[src/car_ram.sv]
// ----------------------------------------------------------------------------
// car_ram: generic single-port RAM
// One read or write address per cycle, read data registered.
// ----------------------------------------------------------------------------
module car_ram #(
  parameter int unsigned WIDTH = 8,
  parameter int unsigned DEPTH = 16
) (
  input  logic                     clk_i,
  input  logic                     we_i,
  input  logic [$clog2(DEPTH)-1:0] addr_i,
  input  logic [WIDTH-1:0]         wdata_i,
  output logic [WIDTH-1:0]         rdata_o
);

  logic [WIDTH-1:0] mem_q [DEPTH];
  logic [WIDTH-1:0] rdata_q;

  // Write port and registered read of the same address.
  always_ff @(posedge clk_i) begin
    if (we_i) begin
      mem_q[addr_i] <= wdata_i;
    end
    rdata_q <= mem_q[addr_i];
  end

  assign rdata_o = rdata_q;

endmodule

[config.mk]
export PLATFORM = sky130hd
export DESIGN_NAME = car_ram
export DESIGN_NICKNAME = d
export VERILOG_FILES = /design/src/car_ram.sv
export SDC_FILE = /design/constraint.sdc
export NUM_CORES = 1
export LEC_CHECK = 0
export BUFFER_PORTS_ARGS = -buffer_cell sky130_fd_sc_hd__clkbuf_2
export CORE_MARGIN = 2
export CORE_UTILIZATION = 30
export CTS_BUF_LIST = sky130_fd_sc_hd__clkbuf_4
export DETAILED_ROUTE_END_ITERATION = 10
export PLACE_DENSITY = 0.46
export SYNTH_ARGS = -nofsm -noshare
export SYNTH_HDL_FRONTEND = slang
export SYNTH_SLANG_ARGS = --single-unit
[constraint.sdc]
create_clock -name clk_i -period 4.8 [get_ports clk_i]
set_clock_uncertainty 0.1 [all_clocks]
set_input_delay 0.96 -clock clk_i [delete_from_list [all_inputs] [get_ports clk_i]]
set_output_delay 0.96 -clock clk_i [all_outputs]
set_load 0.05 [all_outputs]
* Word-level counts from Yosys, hierarchy flattened *
Memories as Yosys holds them, arrays and structs flattened. A register that Yosys moved wholly into a read port is not among the register bits.
Index checks and enable logic that the tools add are counted.
Widths: inputs -> output; s select.

cells by class
  muxes and demuxes = 2

operators with widths
  cell    count
  $mux 1  2

storage, ports and cells
  register bits after elaboration = 0
  memory bits (writable) = 128
  input port bits = 14
  output and inout bits = 8
  memories kept = 1

memory list
  name   depth  bits a word  rd ports  clocked after Yosys merged registers in  write ports  RTL line  source
  mem_q  16     8            1         1                                        1            16        logic [WIDTH-1:0] mem_q [DEPTH];

* Logic depth before layout (Yosys ltp) *
  depth after elaboration = 2
  gate-level depth with buffers = 5

* Worst setup path before layout *
No wires, ideal clock.

  path type = in2reg
  start point = input addr_i[2]
  end point = memory mem_q[0][0] (enable)
  setup time = 0.383 ns
  arrival time = 2.070 ns
  data required time = 4.317 ns
  slack = 2.247 ns
  stages = 2
  path buffers = 0
  path through = or3b_2 nor3_1

RTL lines
  item         RTL line  source
  from (decl)  11        input logic [$clog2(DEPTH)-1:0] addr_i,
  to (decl)    16

Straight into the memory's write port.

==> flow_metrics.tcl <==
set metrics [dict create \
    drive_above_1_share_pct 32.9 \
    cp_slowest_cell "clkbuf_2" \
    cp_data_required_time_ns 5.09 \
    crit_family "buffers and inverters" \
    htreeDepth 4 \
    crit_fanout 22 \
    avgSynthCellArea_um2 22.0 \
    maxCapViolCount 0 \
    crit_arrival_ns 2.89 \
    io_buffers 21 \
    fin_cells 501 \
    clkLatencyLatePin_ns 0.51 \
    leakage_nw 1.82 \
    ir_drop_uv 179 \
    post-route-util_pct 34.7 \
    finalCritPeriodShare_pct 54.0 \
    viasPerCell 4.60 \
    p_total_mw 2.24 \
    initial_core_util_pct 30.7 \
    vias 2306 \
    cts-root-buf "clkbuf_4" \
    final_max_slew_viol_count 0 \
    io_pins 22 \
    synth_warnings 0 \
    grt_pass1_wl_um 15900 \
    place_ws_ns 1.55 \
    placed_area_um2 5450 \
    first_pass_iters 5 \
    synth_flop_cell "edfxtp_1" \
    fin_ws_ns 2.21 \
    core_area_um2 16500 \
    hpwl_um 6550 \
    path_cells "clkbuf_2 -> buf_4 -> mux4_2 -> a22oi_1 -> nand2_1" \
    grt_remaining_overflow 0 \
    multi_input_area_um2 1000 \
    place_congestion 0.687 \
    rsz0062_at_grt "no" \
    post_cts_buffers 0 \
    ys_seq_area_share_pct 79.0 \
    die_h_um 134 \
    postCtsHoldBufs 0 \
    synth_nets 244 \
    seq_area_um2 4000 \
    layout.nets 281 \
    synth.distinct_cells 18 \
    dp_cells 468 \
    avgRoutedWirePerCell_um 21.0 \
    grt_usage_pct 12.8 \
    cts_tree "done" \
    drt_first_iter_violations 234 \
    worstSetupEndpointType "flop" \
    tns_ns 0 \
    final_common_cell "edfxtp_1" \
    async_flop_share_pct 0 \
    fin_area_um2 5740 \
    antenna_found_initial 1 \
    grt_pass1_vias 2479 \
    cts-root-to-sink-buffers 2 \
    cts.clk_slew.worst_paths_ns 0.11 \
    maxSlewHeadroom_pct 35.5 \
    wirelength_um 10500 \
    synth-seq-cells 136 \
    netlist_area_um2 5070 \
    fin_crit_ns 2.59 \
    status "completed" \
    hold_viol 0 \
    cts_buffers 17 \
    cpPeakStageDelay_ns 0.57 \
    critical_path_class "input pin to flop" \
    synthCells 230 \
    hold_ws_ns 0.580 \
    final_cell_mix "edfxtp_1, mux4_2, clkbuf_4, clkbuf_2, a22oi_1" \
    ant_nets 0 \
    grt_max_degree 33 \
    crit_path_start_kind "input pin" \
    finalSetupViolations 0 \
    die_w_um 134 \
    nFillCells 1544 \
    fp-row-count 47 \
    tightest_slew_ns 0.964 \
    power_density_nw_per_um2 390 \
    path_buf_inv 2 \
    area_growth_pct 13.2 \
    clock.fmax_mhz 386 \
    hold_class "flop to flop" \
    dieArea_um2 17900 \
    drc 0 \
    postCtsResizedCells 0 \
    synth_edf_count 128 \
    clkSinkCount 136 \
]
==> worst register-to-register path: stages, from the launching register on <==
cell and delay (ns):
edfxtp_1 0.37, mux4_2 0.46, a22oi_1 0.39, nand2_1 0.10
==> registers in the layout (all words and copies together) (netlist names) <==
register and count:
mem_q 128, rdata_o 8
==> layer usage <==
metal / track usage [%] / routed length (um)
met3: 4.04 / 638
met5: 0 / 0
met1: 16.5 / 4490
met4: 4.55 / 111
met2: 20.5 / 5310
==> synth_stat cells, types with 4 or more instances <==
cell / instances / share of area, %
mux4_2: 32 / 14
a22oi_1: 16 / 2.4
edfxtp_1: 128 / 76
nor2_1: 13 / 0.96
dfxtp_1: 8 / 3.2
nor3_1: 4 / 0.40
nand2_1: 9 / 0.67
buf_1: 4 / 0.30
==> where the power goes <==
group          internal, mW  leakage [nW]  switching, mW  total [mW]
clock network         0.377         0.162          0.382       0.759
logic                0.0486         0.438         0.0983       0.147
registers              1.33          1.22        0.00728        1.33
total                  1.75          1.82          0.488        2.24
==> layout make-up <==
cell class / count / share of cell area (%)
diodes: 1 / 0.0436
flip-flops and latches: 136 / 69.8
clock inverters: 11 / 2.27
clock buffers: 21 / 2.75
multi-input cells: 83 / 17.5
well taps: 220 / 4.80
repair buffers: 29 / 2.88
==> cells by family after synthesis <==
kind of cell / share of synthesized area (%)
AO/OA/AOI/OAI: 2.37
buffers and inverters: 1.19
flip-flops: 79.0
multiplexers: 14.2
AND/OR/NAND/NOR: 3.21
==> path summary, 6_finish.rpt <==
kind                            slack (ns)                  to  depth (start not counted)                   start
worst max-delay path                  2.21  rdata_o[3]$_DFF_P_                          5               addr_i[0]
worst min-delay path                  0.58  rdata_o[7]$_DFF_P_                          3  mem_q[12][7]$_DFFE_PP_
worst max register to register        3.28  rdata_o[7]$_DFF_P_                          3   mem_q[0][7]$_DFFE_PP_
worst min register to register        0.58  rdata_o[7]$_DFF_P_                          3  mem_q[12][7]$_DFFE_PP_
Power figures use the tool's default switching activity.
