[src/car_pkg.sv]
// ----------------------------------------------------------------------------
// car_pkg: shared constants and types of the copy alias resolver
// Table geometry, field widths, operation codes and the request and response
// bundles between the sequencer and the chain walker.
// ----------------------------------------------------------------------------
package car_pkg;

  // Table geometry.
  localparam int unsigned MAX_VALUES  = 4096;
  localparam int unsigned CHAIN_LIMIT = 64;
  localparam int unsigned IDX_W       = $clog2(MAX_VALUES);
  localparam int unsigned HOP_W       = $clog2(CHAIN_LIMIT + 1);

  // Item fields.
  localparam int unsigned FIELD_W    = 13;
  localparam int unsigned NUM_OPND   = 6;
  localparam int unsigned KSEL_W     = $clog2(NUM_OPND + 1);
  localparam int unsigned OP_W       = 2;
  localparam int unsigned IN_DATA_W  = 96;
  localparam int unsigned IN_USER_W  = OP_W + 1;
  localparam int unsigned OUT_DATA_W = 80;

  // Value count after reset.
  localparam logic [FIELD_W-1:0] VALUE_COUNT_RST = 13'd4096;

  // Operation codes.
  localparam logic [OP_W-1:0] OP_RESOLVE = 2'd0;
  localparam logic [OP_W-1:0] OP_DEFINE  = 2'd1;
  localparam logic [OP_W-1:0] OP_CLEAR   = 2'd2;

  // Start of a chain walk.
  typedef struct packed {
    logic             start;
    logic [IDX_W-1:0] idx;
  } walk_req_t;

  // End of a chain walk.
  typedef struct packed {
    logic             done;
    logic [IDX_W-1:0] root;
  } walk_rsp_t;

endpackage

[src/car_walker.sv]
// ----------------------------------------------------------------------------
// car_walker: alias chain walker
// Follows the alias table from a start index, one table read per cycle, until
// an entry names itself or the hop limit is reached.
// ----------------------------------------------------------------------------
module car_walker (
  input  logic                      clk_i,
  input  logic                      rst_ni,
  input  car_pkg::walk_req_t        req_i,
  input  logic [car_pkg::IDX_W-1:0] rdata_i,
  output logic [car_pkg::IDX_W-1:0] addr_o,
  output car_pkg::walk_rsp_t        rsp_o
);
  import car_pkg::*;

  logic             busy_q;
  logic [IDX_W-1:0] cur_q;
  logic [HOP_W-1:0] hops_q;
  logic [HOP_W-1:0] hop_next;
  logic             hit;
  logic             last;

  // Read data belongs to cur_q while busy; the next address is that data.
  always_comb begin
    hop_next   = hops_q + 1'b1;
    hit        = (rdata_i == cur_q);
    last       = (hop_next == HOP_W'(CHAIN_LIMIT));
    rsp_o.done = busy_q && (hit || last);
    rsp_o.root = rdata_i;
    addr_o     = busy_q ? rdata_i : req_i.idx;
  end

  // Walk state.
  always_ff @(posedge clk_i or negedge rst_ni) begin
    if (!rst_ni) begin
      busy_q <= 1'b0;
      cur_q  <= '0;
      hops_q <= '0;
    end else if (req_i.start) begin
      busy_q <= 1'b1;
      cur_q  <= req_i.idx;
      hops_q <= '0;
    end else if (busy_q) begin
      if (rsp_o.done) begin
        busy_q <= 1'b0;
      end else begin
        cur_q  <= rdata_i;
        hops_q <= hop_next;
      end
    end
  end

  // A walk is never restarted while one is running.
  a_start_idle : assert property (@(posedge clk_i) disable iff (!rst_ni)
    req_i.start |-> !busy_q) else $error("walk started while busy");

  // The hop count stays below the limit during a walk.
  a_hop_bound : assert property (@(posedge clk_i) disable iff (!rst_ni)
    busy_q |-> (hops_q < HOP_W'(CHAIN_LIMIT))) else $error("hop limit exceeded");

  // A finished walk releases the walker.
  a_done_release : assert property (@(posedge clk_i) disable iff (!rst_ni)
    rsp_o.done |=> !busy_q) else $error("walker still busy after done");

endmodule

[config.mk]
export PLATFORM = sky130hd
export DESIGN_NAME = car_walker
export DESIGN_NICKNAME = d
export VERILOG_FILES = /design/src/car_pkg.sv /design/src/car_walker.sv
export SDC_FILE = /design/constraint.sdc
export NUM_CORES = 1
export LEC_CHECK = 0
export ABC_AREA = 1
export ABC_CLOCK_PERIOD_IN_PS = 4750
export BUFFER_PORTS_ARGS = -buffer_cell sky130_fd_sc_hd__buf_2
export CORE_MARGIN = 3
export CORE_UTILIZATION = 25
export CTS_BUF_LIST = sky130_fd_sc_hd__clkbuf_4 sky130_fd_sc_hd__clkbuf_8 sky130_fd_sc_hd__clkbuf_16
export DETAILED_ROUTE_END_ITERATION = 10
export PLACE_DENSITY_LB_ADDON = 0.08
export SETUP_SLACK_MARGIN = 0.15
export SYNTH_ARGS = -nofsm -noshare
export SYNTH_HDL_FRONTEND = slang
export SYNTH_SLANG_ARGS = --single-unit
[constraint.sdc]
create_clock -name clk_i -period 4.75 [get_ports clk_i]
set_clock_uncertainty 0.05 [all_clocks]
set_input_delay 0.7125 -clock clk_i [delete_from_list [all_inputs] [get_ports clk_i]]
set_output_delay 0.7125 -clock clk_i [all_outputs]
set_load 0.005 [all_outputs]
==> Word-level counts from Yosys, hierarchy flattened <==
Cells that the tools add are included.
{ "op_classes": {"add_sub_neg": 1, "multipliers": 0, "div": 0, "order_cmp": 0, "eq_ne": 3, "n_shift": 0, "mux": 10, "bitwise_logic": 0, "reduce_logical": 4} }
{ "op_table": {"columns": ["op", "n"], "rows": [
  ["12-bit 2-to-1 mux", 4],
  ["7-bit 2-to-1 mux", 3],
  ["12-bit equality test", 1],
  ["7-bit by 1-bit adder with 7-bit output, second input constant", 1],
  ["7-bit equality test, second input constant", 1],
  ["1-bit 2-to-1 mux", 3],
  ["2-bit != test, second input constant", 1],
  ["2-bit AND reduction", 1],
  ["2-bit nonzero test", 1],
  ["1-bit logical AND", 1],
  ["1-bit logical OR", 1]
]} }
{ "totals": {"reg_bits": 20, "latch_bits": 0, "ramBits": 0, "rom_bits": 0, "in_bits": 27, "memories": 0} }

==> Logic depth before layout (Yosys ltp) <==
Gate-level depths: netlist of run 1.
{ "depth": {"ltp_word": 7, "mapped_depth": 12, "mapped_depth_nobuf": 11} }

==> Worst setup path before layout of run 1 <==
OpenSTA, ideal clock, no wires.
{ "synth_path": {"path_kind": "in2out", "startpoint": "input rdata_i[3] in the netlist's numbering", "endpoint": "output rsp_o[12] in the netlist's numbering", "arrival_ns": 1.269, "required_ns": 3.988, "setup_slack_ns": 2.719, "path_stages": 7, "path_cell_list": "inv_1 > nand2_1 > nand2_1 > nand2_1 > nor2_1 > nand3_1 > a21oi_1"} }
{ "synth_lines": {"columns": ["element", "line", "rtl"], "rows": [
  ["from (decl)", "car_walker.sv:10", "input logic [car_pkg::IDX_W-1:0] rdata_i,"],
  ["to (decl)", "car_walker.sv:12", "output car_pkg::walk_rsp_t rsp_o"]
]} }

==> Final worst setup path of run 1 <==
{ "layout_path": {"startpoint": "register hops_q[0]", "endpoint": "register cur_q[5]"} }
{ "layout_between": {"elab_chain_len": 6} }
{ "layout_rtl": {"columns": ["element", "line", "rtl"], "rows": [
  ["from (decl)", "car_walker.sv:18", "logic [HOP_W-1:0] hops_q;"],
  ["from (signal assigned)", "car_walker.sv:48", "hops_q <= hop_next;"],
  ["7-bit by 1-bit adder with 7-bit output", "car_walker.sv:25", "hop_next = hops_q + 1'b1;"],
  ["7-bit equality test", "car_walker.sv:27", "last = (hop_next == HOP_W'(CHAIN_LIMIT));"],
  ["1-bit logical OR", "car_walker.sv:28", "rsp_o.done = busy_q && (hit || last);"],
  ["1-bit logical AND", "car_walker.sv:28", null],
  ["2-bit != test (no source line)", null, null],
  ["2-bit AND reduction (no source line)", null, null],
  ["to (signal assigned)", "car_walker.sv:41", "cur_q <= req_i.idx;"],
  ["to (signal assigned)", "car_walker.sv:47", "cur_q <= rdata_i;"],
  ["to (decl)", "car_walker.sv:17", "logic [IDX_W-1:0] cur_q;"]
]} }
No other way between the ends.
A chain may end at the register's enable or synchronous reset.

==> out/metrics.yaml, run 1 <==
result_of_the_run: "finished clean"
postRouteWirelength_um: 4140
number_of_global_route_vias_before_repair: 1532
routed_via_density: 4.35
gp_routability_congestion: 0.716
power.density_cell_area_mw_per_mm2: 213
ctsHoldBuffers: 0
drv_slew: 0
worstReg2RegStart: "hops_q[0]$_DFFE_PN0P_"
grt_antenna_before_repair: 0
grt.total_usage: 0.118
grt_start_max_net_pins: 33
layout.core_utilization: 0.298
routed_wire_length_per_instance_um: 11.6
post-cts-setup-buffer-count: 0
critPathRequiredTime_ns: 4.90
syn2layout_area_growth_pct: 14.2
avgSynthCellArea_um2: 6.25
tritoncts.num_buffers: 3
post-route-drc-count: 0
mappedNetlistNets: 280
floorplan.initialDensity: 0.261
capturing_point_of_the_worst_reg2reg_path: "cur_q[5]$_DFFE_PN0P_"
detail_route.iter0.violations: 51
placedCellCount: 355
post_cts_resized: 0
num_io_pins: 52
slew_headroom: 0.528
clk-insertion-delay-late_ns: 0.26
drt-pass1-iter-count: 4
die_x_um: 85.3
cts_num_sinks: 20
io_port_bufs: 51
multi_input_area_um2: 783
mostFrequentLayoutCell: "nand2_1"
hold_viol: 0
worstPathMaxFanout: 20
max-clock-path-buffers: 2
final_antenna_net_count: 0
placementRows: 28
netlist-cell-type-count: 18
setup_viol: 0
netlist_area_mm2: 0.00157
fp.dieH_um: 85.3
static-leakage-power_nw: 1.02
final_net_count: 313
gate_count_post_synth: 252
critPathLaunchType: "flop"
tightest_slew_ns: 0.707
setup_repair_after_global_routing_missed_its_margin: "false"
finalCriticalPeriod_ns: 2.59
timing.setup.tns_ns: 0
half_perimeter_wire_length_after_detailed_placement_um: 3000
reg2reg_setup_slack_ns: 2.16
tritoncts: "done"
timing_worst_setup_path_type: "flop to flop"
antennaDiodeCount: 0
clock-root-buffer: "clkbuf_8"
timing.final.crit_share: 0.545
synth_seq_cells: 20
die_area_mm2: 0.00728
cap_violations: 0
clkTransAtPathRegs_ns: 0.08
synth_sequential_area_ratio: 0.318
worstHoldPathType: "input port to asynchronous set/reset pin"
fmax_mhz: 387
core_area_mm2: 0.00603
overflow: 0
final_cell_mix: "102 x nand2_1, 51 x buf_2, 33 x inv_1"
layout.cells.non_filler: 358
ctsHtreeMaxLevel: 1
route.vias.total: 1556
final.fill_count: 709
tot_pwr_uw: 384
share_of_layout_cells_above_drive_strength_1: 0.205
crit_arrival_ns: 2.74
largest_vdd_supply_drop_uv: 93.7
register_area_um2: 500
endpoint_kind: "flop"
grt_first_pass_wirelength_um: 7000
yosys_warnings: 0
rr_worst_depth: 11
-- layout make-up --
type | instances | share of cell area
inverter | 33 | 0.0689
timing repair buffer | 51 | 0.142
sequential | 20 | 0.278
tap | 75 | 0.0522
clock buffer | 3 | 0.0230
multi-input combinational | 176 | 0.436
-- cells by family (layout without fill, tap and decap cells) --
family                   after synthesis  in the layout  synth area share
flip-flops                            20             20             0.318
AND/OR/NAND/NOR                      141            141             0.370
AO/OA/AOI/OAI                         30             30            0.0970
adder cells (fa/ha/maj)                1              1           0.00795
XOR/XNOR                               4              4            0.0223
buffers and inverters                 56             87             0.184
-- per-stage QoR --
stage                     setup slack [ns]  area (um^2)  hold slack (ns)
after floorplan                       2.72         1570            0.367
after global placement                2.01         1760            0.472
after detailed placement              1.96         1760            0.464
after CTS                             2.10         1800            0.375
after global routing                  1.84         1800            0.382
final                                 2.16         1800            0.345
-- per-layer routing --
layer / part of all wire / up-vias / wire, um / global-route usage
li1: - / 824 / - / -
met3: 0.035 / 6 / 145 / 0.0223
met2: 0.48 / 29 / 2000 / 0.211
met1: 0.47 / 697 / 1930 / 0.144
met4: 0.015 / 0 / 64 / 0.0302
met5: 0 / - / 0 / 0
-- worst max-delay path, cell delays in order, from the launching register on --
cell	delay [ns]
dfrtp_1	0.41
ha_1	0.22
nand2_1	0.10
inv_1	0.11
nand3_1	0.09
nand3_1	0.09
nor2_1	0.04
nand2_1	0.11
nand3_2	0.38
nand2_1	0.71
nand2_1	0.11
nand2_1	0.09
-- report_power, final --
| part | total, mW | internal [mW] | switching (mW) |
|---|---|---|---|
| logic | 0.0781 | 0.0324 | 0.0457 |
| clock network | 0.116 | 0.0566 | 0.0595 |
| registers | 0.189 | 0.180 | 0.00908 |
| total | 0.384 | 0.269 | 0.114 |
-- sequential cells by signal (all words and copies together), names as in the netlist --
register and flops:
cur_q 12, hops_q 7, busy_q 1
-- synth_stat cells --
library cell / n / area, um^2
inv_1: 33 / 124
clkbuf_1: 6 / 22.5
xor2_1: 1 / 8.76
buf_6: 1 / 11.3
dfrtp_1: 20 / 500
o21bai_1: 1 / 7.51
ha_1: 1 / 12.5
o21ai_0: 24 / 120
buf_12: 1 / 20.0
buf_4: 15 / 113
nand3_1: 22 / 110
nor3_1: 1 / 5.00
xnor2_1: 3 / 26.3
a21oi_1: 3 / 15.0
nand2_1: 102 / 383
o21ai_1: 2 / 10.0
nand3_2: 4 / 40.0
nor2_1: 12 / 45.0
-- how the worst max path moves through the flow --
stage	from	end	slack [ns]	depth (start not counted)
2_1_floorplan	rdata_i[3]	rsp_o[12]	2.72	7
3_3_place_gp	rdata_i[6]	hops_q[4]$_DFFE_PN0P_	2.01	9
3_5_place_dp	rdata_i[6]	cur_q[9]$_DFFE_PN0P_	1.96	9
4_1_cts	hops_q[0]$_DFFE_PN0P_	cur_q[9]$_DFFE_PN0P_	2.10	11
5_1_grt	hops_q[0]$_DFFE_PN0P_	cur_q[0]$_DFFE_PN0P_	1.84	11
6_report	hops_q[0]$_DFFE_PN0P_	cur_q[5]$_DFFE_PN0P_	2.16	11
(Power assumes the default switching activity.)
==> inputs of run 2 (changes only) <==
--- a/config.mk
+++ b/config.mk
@@ -6,7 +6,7 @@
 export NUM_CORES = 1
 export LEC_CHECK = 0
 export ABC_AREA = 1
-export ABC_CLOCK_PERIOD_IN_PS = 4750
+export ABC_CLOCK_PERIOD_IN_PS = 2600
 export BUFFER_PORTS_ARGS = -buffer_cell sky130_fd_sc_hd__buf_2
 export CORE_MARGIN = 3
 export CORE_UTILIZATION = 25
==> constraint.sdc (replaced) <==
create_clock -name clk_i -period 2.6 [get_ports clk_i]
set_clock_uncertainty 0.05 [all_clocks]
set_input_delay 0.39 -clock clk_i [delete_from_list [all_inputs] [get_ports clk_i]]
set_output_delay 0.39 -clock clk_i [all_outputs]
set_load 0.005 [all_outputs]
==> run 2 against run 1 <==
Sequential share of layout area fell by 0.66 points. First-iteration DRC count up 39%. Sequential power rose by 83%. Critical path type is now flop to output port. Largest cell class unchanged. Highest routed layer unchanged.
==> out/metrics.yaml, run 2 (same netlist as run 1, synthesis figures left out) <==
timing.final.crit_share: 0.865
cap_violations: 0  # unchanged
route.vias.total: 1568  # was 1556
final_antenna_net_count: 0  # unchanged
power.density_cell_area_mw_per_mm2: 399  # was 213 mW/mm^2
critPathRequiredTime_ns: 2.16  # was 4.90 ns
tightest_slew_ns: 0.670  # was 0.707 ns
largest_vdd_supply_drop_uv: 276  # was 93.7 uV
result_of_the_run: "finished clean"  # unchanged
tritoncts.num_buffers: 3  # unchanged
slew_headroom: 0.553  # was 0.528
detail_route.iter0.violations: 71  # was 51
crit_arrival_ns: 1.81  # was 2.74 ns
grt_first_pass_wirelength_um: 7120  # was 7000 um
setup_viol: 0  # unchanged
tritoncts: "done"  # unchanged
die_area_mm2: 0.00728  # unchanged
grt_start_max_net_pins: 26  # was 33
grt.total_usage: 0.121  # was 0.118
top_register: "cur_q"  # unchanged
half_perimeter_wire_length_after_detailed_placement_um: 3070  # was 3000 um
mostFrequentLayoutCell: "nand2_1"  # unchanged
drv_slew: 0  # unchanged
gp_routability_congestion: 0.754  # was 0.716
clk-insertion-delay-late_ns: 0.26  # about the same
reg.largest.list: "cur_q: 12 flops, hops_q: 7 flops, busy_q: 1 flops"  # unchanged
syn2layout_area_growth_pct: 17.0  # was 14.2%
num_io_pins: 52  # unchanged
die_x_um: 85.3  # unchanged
ctsHoldBuffers: 0  # unchanged
overflow: 0  # unchanged
hold_viol: 0  # unchanged
share_of_layout_cells_above_drive_strength_1: 0.219  # was 0.205
clock-root-buffer: "clkbuf_8"  # unchanged
post-route-drc-count: 0  # unchanged
final_net_count: 317  # was 313
fmax_mhz: 445
ctsHtreeMaxLevel: 1  # unchanged
largest_register_ff_count: 12  # unchanged
grt_antenna_before_repair: 0  # unchanged
clkTransAtPathRegs_ns: 0.08  # about the same
final_cell_mix: "102 x nand2_1, 51 x buf_2, 33 x inv_1"  # unchanged
tot_pwr_uw: 735  # was 384 uW
routed_via_density: 4.32  # was 4.35
timing.setup.tns_ns: 0  # unchanged
worstHoldPathType: "input port to asynchronous set/reset pin"  # unchanged
postRouteWirelength_um: 4190  # was 4140 um
post_cts_resized: 0  # unchanged
finalCriticalPeriod_ns: 2.25
endpoint_kind: "output port"  # was flop
setup_repair_after_global_routing_missed_its_margin: "false"  # unchanged
static-leakage-power_nw: 1.04  # was 1.02 nW
rr_worst_depth: 12  # was 11
number_of_global_route_vias_before_repair: 1527  # was 1532
routed_wire_length_per_instance_um: 11.5  # was 11.6 um
io_port_bufs: 51  # unchanged
fp.dieH_um: 85.3  # unchanged
core_area_mm2: 0.00603  # unchanged
max-clock-path-buffers: 2  # unchanged
worstPathMaxFanout: 4  # was 20
antennaDiodeCount: 0  # unchanged
floorplan.initialDensity: 0.261  # unchanged
layout.core_utilization: 0.306  # was 0.298
timing_worst_setup_path_type: "flop to output port"  # was flop to flop
drt-pass1-iter-count: 4  # unchanged
post-cts-setup-buffer-count: 0  # unchanged
placementRows: 28  # unchanged
critPathLaunchType: "flop"  # unchanged
cts_num_sinks: 20  # unchanged
## run 2: path summary, 6_finish.rpt
kind | startpoint | end | slack (ns)
worst max register to register | hops_q[0]$_DFFE_PN0P_ | cur_q[10]$_DFFE_PN0P_ | 0.63
min in group clk_i | req_i[0] | cur_q[0]$_DFFE_PN0P_ | 0.41
worst min register to register | cur_q[11]$_DFFE_PN0P_ | cur_q[11]$_DFFE_PN0P_ | 0.49
worst max-delay path | hops_q[0]$_DFFE_PN0P_ | rsp_o[12] | 0.35
worst min-delay path | rst_ni | cur_q[1]$_DFFE_PN0P_ | 0.02
max in group asynchronous | rst_ni | cur_q[3]$_DFFE_PN0P_ | 2.15
## run 2: layout make-up
| type | count | area [um^2] |
|---|---|---|
| repair buffers | 55 | 285 |
| flip-flops and latches | 20 | 500 |
| inverters | 33 | 124 |
| clock buffers | 4 | 55.1 |
| fillers | 680 | 4180 |
| multi-input cells | 176 | 783 |
| well taps | 75 | 93.8 |
## run 2: power by group
| part | internal (mW) | switching (mW) |
|---|---|---|
| Sequential | 0.330 | 0.0156 |
| Clock | 0.135 | 0.108 |
| Combinational | 0.0615 | 0.0853 |
## run 2: per-stage QoR
| stage | instance area [um^2] | setup WS [ns] | instances | hold WS [ns] |
|---|---|---|---|---|
| floorplan | 1570 | 0.932 | 252 | 0.0444 |
| global placement | 1790 | 0.666 | 359 | 0.339 |
| detailed placement | 1790 | 0.646 | 359 | 0.338 |
| CTS | 1840 | 0.331 | 363 | 0.0463 |
| global route | 1840 | 0.188 | 363 | 0.0681 |
| finish | 1840 | 0.352 | 363 | 0.0199 |
## run 2: routing by layer
layer / track usage / vias up / routed length (um)
li1: - / 837 / -
met1: 0.153 / 687 / 1900
met2: 0.209 / 40 / 2040
met3: 0.0252 / 4 / 190
met4: 0.0331 / 0 / 58
met5: 0 / - / 0
## run 2: worst max-delay path, stage by stage (launching register included)
cell     delay [ns]
dfrtp_1        0.42
ha_1           0.24
nand2_1        0.12
inv_1          0.08
nand3_1        0.09
nand3_1        0.08
nor2_1         0.09
nand2_1        0.10
a21oi_1        0.17
buf_2          0.15
==> inputs of run 3 (changes only) <==
--- a/config.mk
+++ b/config.mk
@@ -6,7 +6,6 @@
 export NUM_CORES = 1
 export LEC_CHECK = 0
 export ABC_AREA = 1
-export ABC_CLOCK_PERIOD_IN_PS = 2600
 export BUFFER_PORTS_ARGS = -buffer_cell sky130_fd_sc_hd__buf_2
 export CORE_MARGIN = 3
 export CORE_UTILIZATION = 25
==> constraint.sdc (replaced) <==
create_clock -name clk_i -period 2.6 [get_ports clk_i]
set_clock_uncertainty 0.05 [all_clocks]
set_input_delay 0.52 -clock clk_i [delete_from_list [all_inputs] [get_ports clk_i]]
set_output_delay 0.52 -clock clk_i [all_outputs]
set_load 0.005 [all_outputs]
==> run 3 against run 2 <==
Die area stayed put. Non-clock buffer count is 2 higher. Maximum frequency is 2.3% lower. Worst setup slack worse by 0.053 ns. Design area is 1.0% higher. Via count stayed put.
==> out/metrics.yaml, run 3 (same netlist as run 1, synthesis figures left out) <==
reg.largest.list: "cur_q: 12 flops, hops_q: 7 flops, busy_q: 1 flops"  # unchanged
tot_pwr_uw: 731  # was 735 uW
power.clock.fraction: 0.328  # was 0.331
grt_first_pass_wirelength_um: 6910  # was 7120 um
final.fill_count: 693  # was 680
routed_via_density: 4.30  # was 4.32
detail_route.iter0.violations: 45  # was 71
overflow: 0  # unchanged
number_of_global_route_vias_before_repair: 1474  # was 1527
result_of_the_run: "finished clean"  # unchanged
finalCriticalPeriod_ns: 2.30  # was 2.25 ns
route.vias.total: 1568  # unchanged
grt_antenna_before_repair: 0  # unchanged
mostFrequentLayoutCell: "nand2_1"  # unchanged
largest_vdd_supply_drop_uv: 178  # was 276 uV
final_net_count: 319  # was 317
cts_num_sinks: 20  # unchanged
crit_arrival_ns: 1.73  # was 1.81 ns
postRouteWirelength_um: 4150  # was 4190 um
layout.core_utilization: 0.309  # was 0.306
timing.setup.tns_ns: 0  # unchanged
floorplan.initialDensity: 0.261  # unchanged
capturing_point_of_the_worst_reg2reg_path: "hops_q[1]$_DFFE_PN0P_"  # was cur_q[10]$_DFFE_PN0P_
timing.final.crit_share: 0.885  # was 0.865
gp_routability_congestion: 0.750  # was 0.754
placementRows: 28  # unchanged
die_area_mm2: 0.00728  # unchanged
tritoncts.num_buffers: 3  # unchanged
num_io_pins: 52  # unchanged
hold_viol: 0  # unchanged
worstPathMaxFanout: 4  # unchanged
max-clock-path-buffers: 2  # unchanged
p_int_uw: 527  # was 526 uW
ctsHtreeMaxLevel: 1  # unchanged
syn2layout_area_growth_pct: 18.2  # was 17.0%
static-leakage-power_nw: 1.05  # was 1.04 nW
dpl_cell_area_mm2: 0.00179  # unchanged
setup_viol: 0  # unchanged
power.switching_fraction: 0.279  # was 0.285
setup_repair_after_global_routing_missed_its_margin: "false"  # unchanged
endpoint_kind: "output port"  # unchanged
antennaDiodeCount: 0  # unchanged
worstHoldPathType: "input port to asynchronous set/reset pin"  # unchanged
final_cell_area_excluding_filler_cells_mm2: 0.00186  # was 0.00184 mm^2
tightest_slew_ns: 0.688  # was 0.670 ns
slew_headroom: 0.541  # was 0.553
fp.dieH_um: 85.3  # unchanged
fmax_mhz: 435  # was 445 MHz
p_sw_uw: 204  # was 209 uW
worstReg2RegStart: "hops_q[0]$_DFFE_PN0P_"  # unchanged
clkTransAtPathRegs_ns: 0.08  # about the same
clock-root-buffer: "clkbuf_8"  # unchanged
drt-pass1-iter-count: 4  # unchanged
rr_worst_depth: 13  # was 12
reg2reg_setup_slack_ns: 0.51  # was 0.63 ns
share_of_layout_cells_above_drive_strength_1: 0.228  # was 0.219
timing_worst_setup_path_type: "flop to output port"  # unchanged
post-route-drc-count: 0  # unchanged
tritoncts: "done"  # unchanged
critPathLaunchType: "flop"  # unchanged
cap_violations: 0  # unchanged
top_register: "cur_q"  # unchanged
drv_slew: 0  # unchanged
half_perimeter_wire_length_after_detailed_placement_um: 3000  # was 3070 um
part_of_the_power_in_registers: 0.471  # was 0.469
io_port_bufs: 51  # unchanged
grt_start_max_net_pins: 32  # was 26
critPathRequiredTime_ns: 2.03  # was 2.16 ns
clk-insertion-delay-late_ns: 0.26  # about the same
die_x_um: 85.3  # unchanged
grt.total_usage: 0.117  # was 0.121
power.density_cell_area_mw_per_mm2: 393  # was 399 mW/mm^2
final_cell_mix: "102 x nand2_1, 51 x buf_2, 33 x inv_1"  # unchanged
share_comb_of_total_power: 0.201  # was 0.200
ctsHoldBuffers: 0  # unchanged
routed_wire_length_per_instance_um: 11.4  # was 11.5 um
largest_register_ff_count: 12  # unchanged
final_antenna_net_count: 0  # unchanged
core_area_mm2: 0.00603  # unchanged
==> run 3: how the worst max path moves through the flow <==
stage / start / to / slack [ns] / cells past startpoint
6_report: hops_q[0]$_DFFE_PN0P_ / rsp_o[12] / 0.30 / 9
5_1_grt: hops_q[0]$_DFFE_PN0P_ / rsp_o[12] / 0.15 / 9
4_1_cts: hops_q[0]$_DFFE_PN0P_ / rsp_o[12] / 0.23 / 9
3_5_place_dp: hops_q[0]$_DFFE_PN0P_ / rsp_o[12] / 0.53 / 9
3_3_place_gp: rdata_i[6] / rsp_o[12] / 0.53 / 7
2_1_floorplan: hops_q[0]$_DFFE_PN0P_ / rsp_o[12] / 0.80 / 8
==> run 3: cell type report <==
cell class                      instances  area (um^2)  share of cell area
Multi-Input combinational cell        176          787               0.423
Timing Repair Buffer                   57          300               0.161
Tap cell                               75         93.8              0.0504
Sequential cell                        20          500               0.269
Clock buffer                            4         55.1              0.0296
Inverter                               33          124              0.0666
==> run 3: worst max-delay path, stage by stage (launching register included) <==
cell     delay (ns)
dfrtp_1        0.41
ha_1           0.24
nand2_1        0.11
inv_1          0.08
nand3_1        0.09
nand3_1        0.08
nor2_1         0.10
nand2_1        0.10
a21oi_2        0.13
buf_2          0.14
==> run 3: layer usage <==
layer  vias to the layer above  GRT usage  routed length, um
li1                        839          -                  -
met1                       702      0.153               1980
met2                        25      0.202               1980
met3                         2     0.0214                154
met4                         0     0.0230                 29
met5                         -          0                  0
==> run 3: timing repair <==
action / in CTS / in global routing
gates resized for setup: 0 / 1
setup buffers: 0 / 2
setup endpoints to repair: 0 / 1
==> run 3: power by group through the flow <==
stage	clock [mW]	sequential [mW]	combinational [mW]
5_1_grt	0.269	0.348	0.173
2_1_floorplan	0	0.348	0.0923
3_3_place_gp	0	0.351	0.149
4_1_cts	0.255	0.345	0.150
6_report	0.240	0.345	0.147
3_5_place_dp	0	0.351	0.149
==> run 3: metrics by stage <==
stage | worst slack, ns | hold WS [ns] | cells
2_1_floorplan | 0.802 | 0.174 | 252
5_1_grt | 0.149 | 0.186 | 365
3_3_place_gp | 0.529 | 0.464 | 359
6_report | 0.299 | 0.157 | 365
4_1_cts | 0.232 | 0.179 | 363
3_5_place_dp | 0.533 | 0.466 | 359
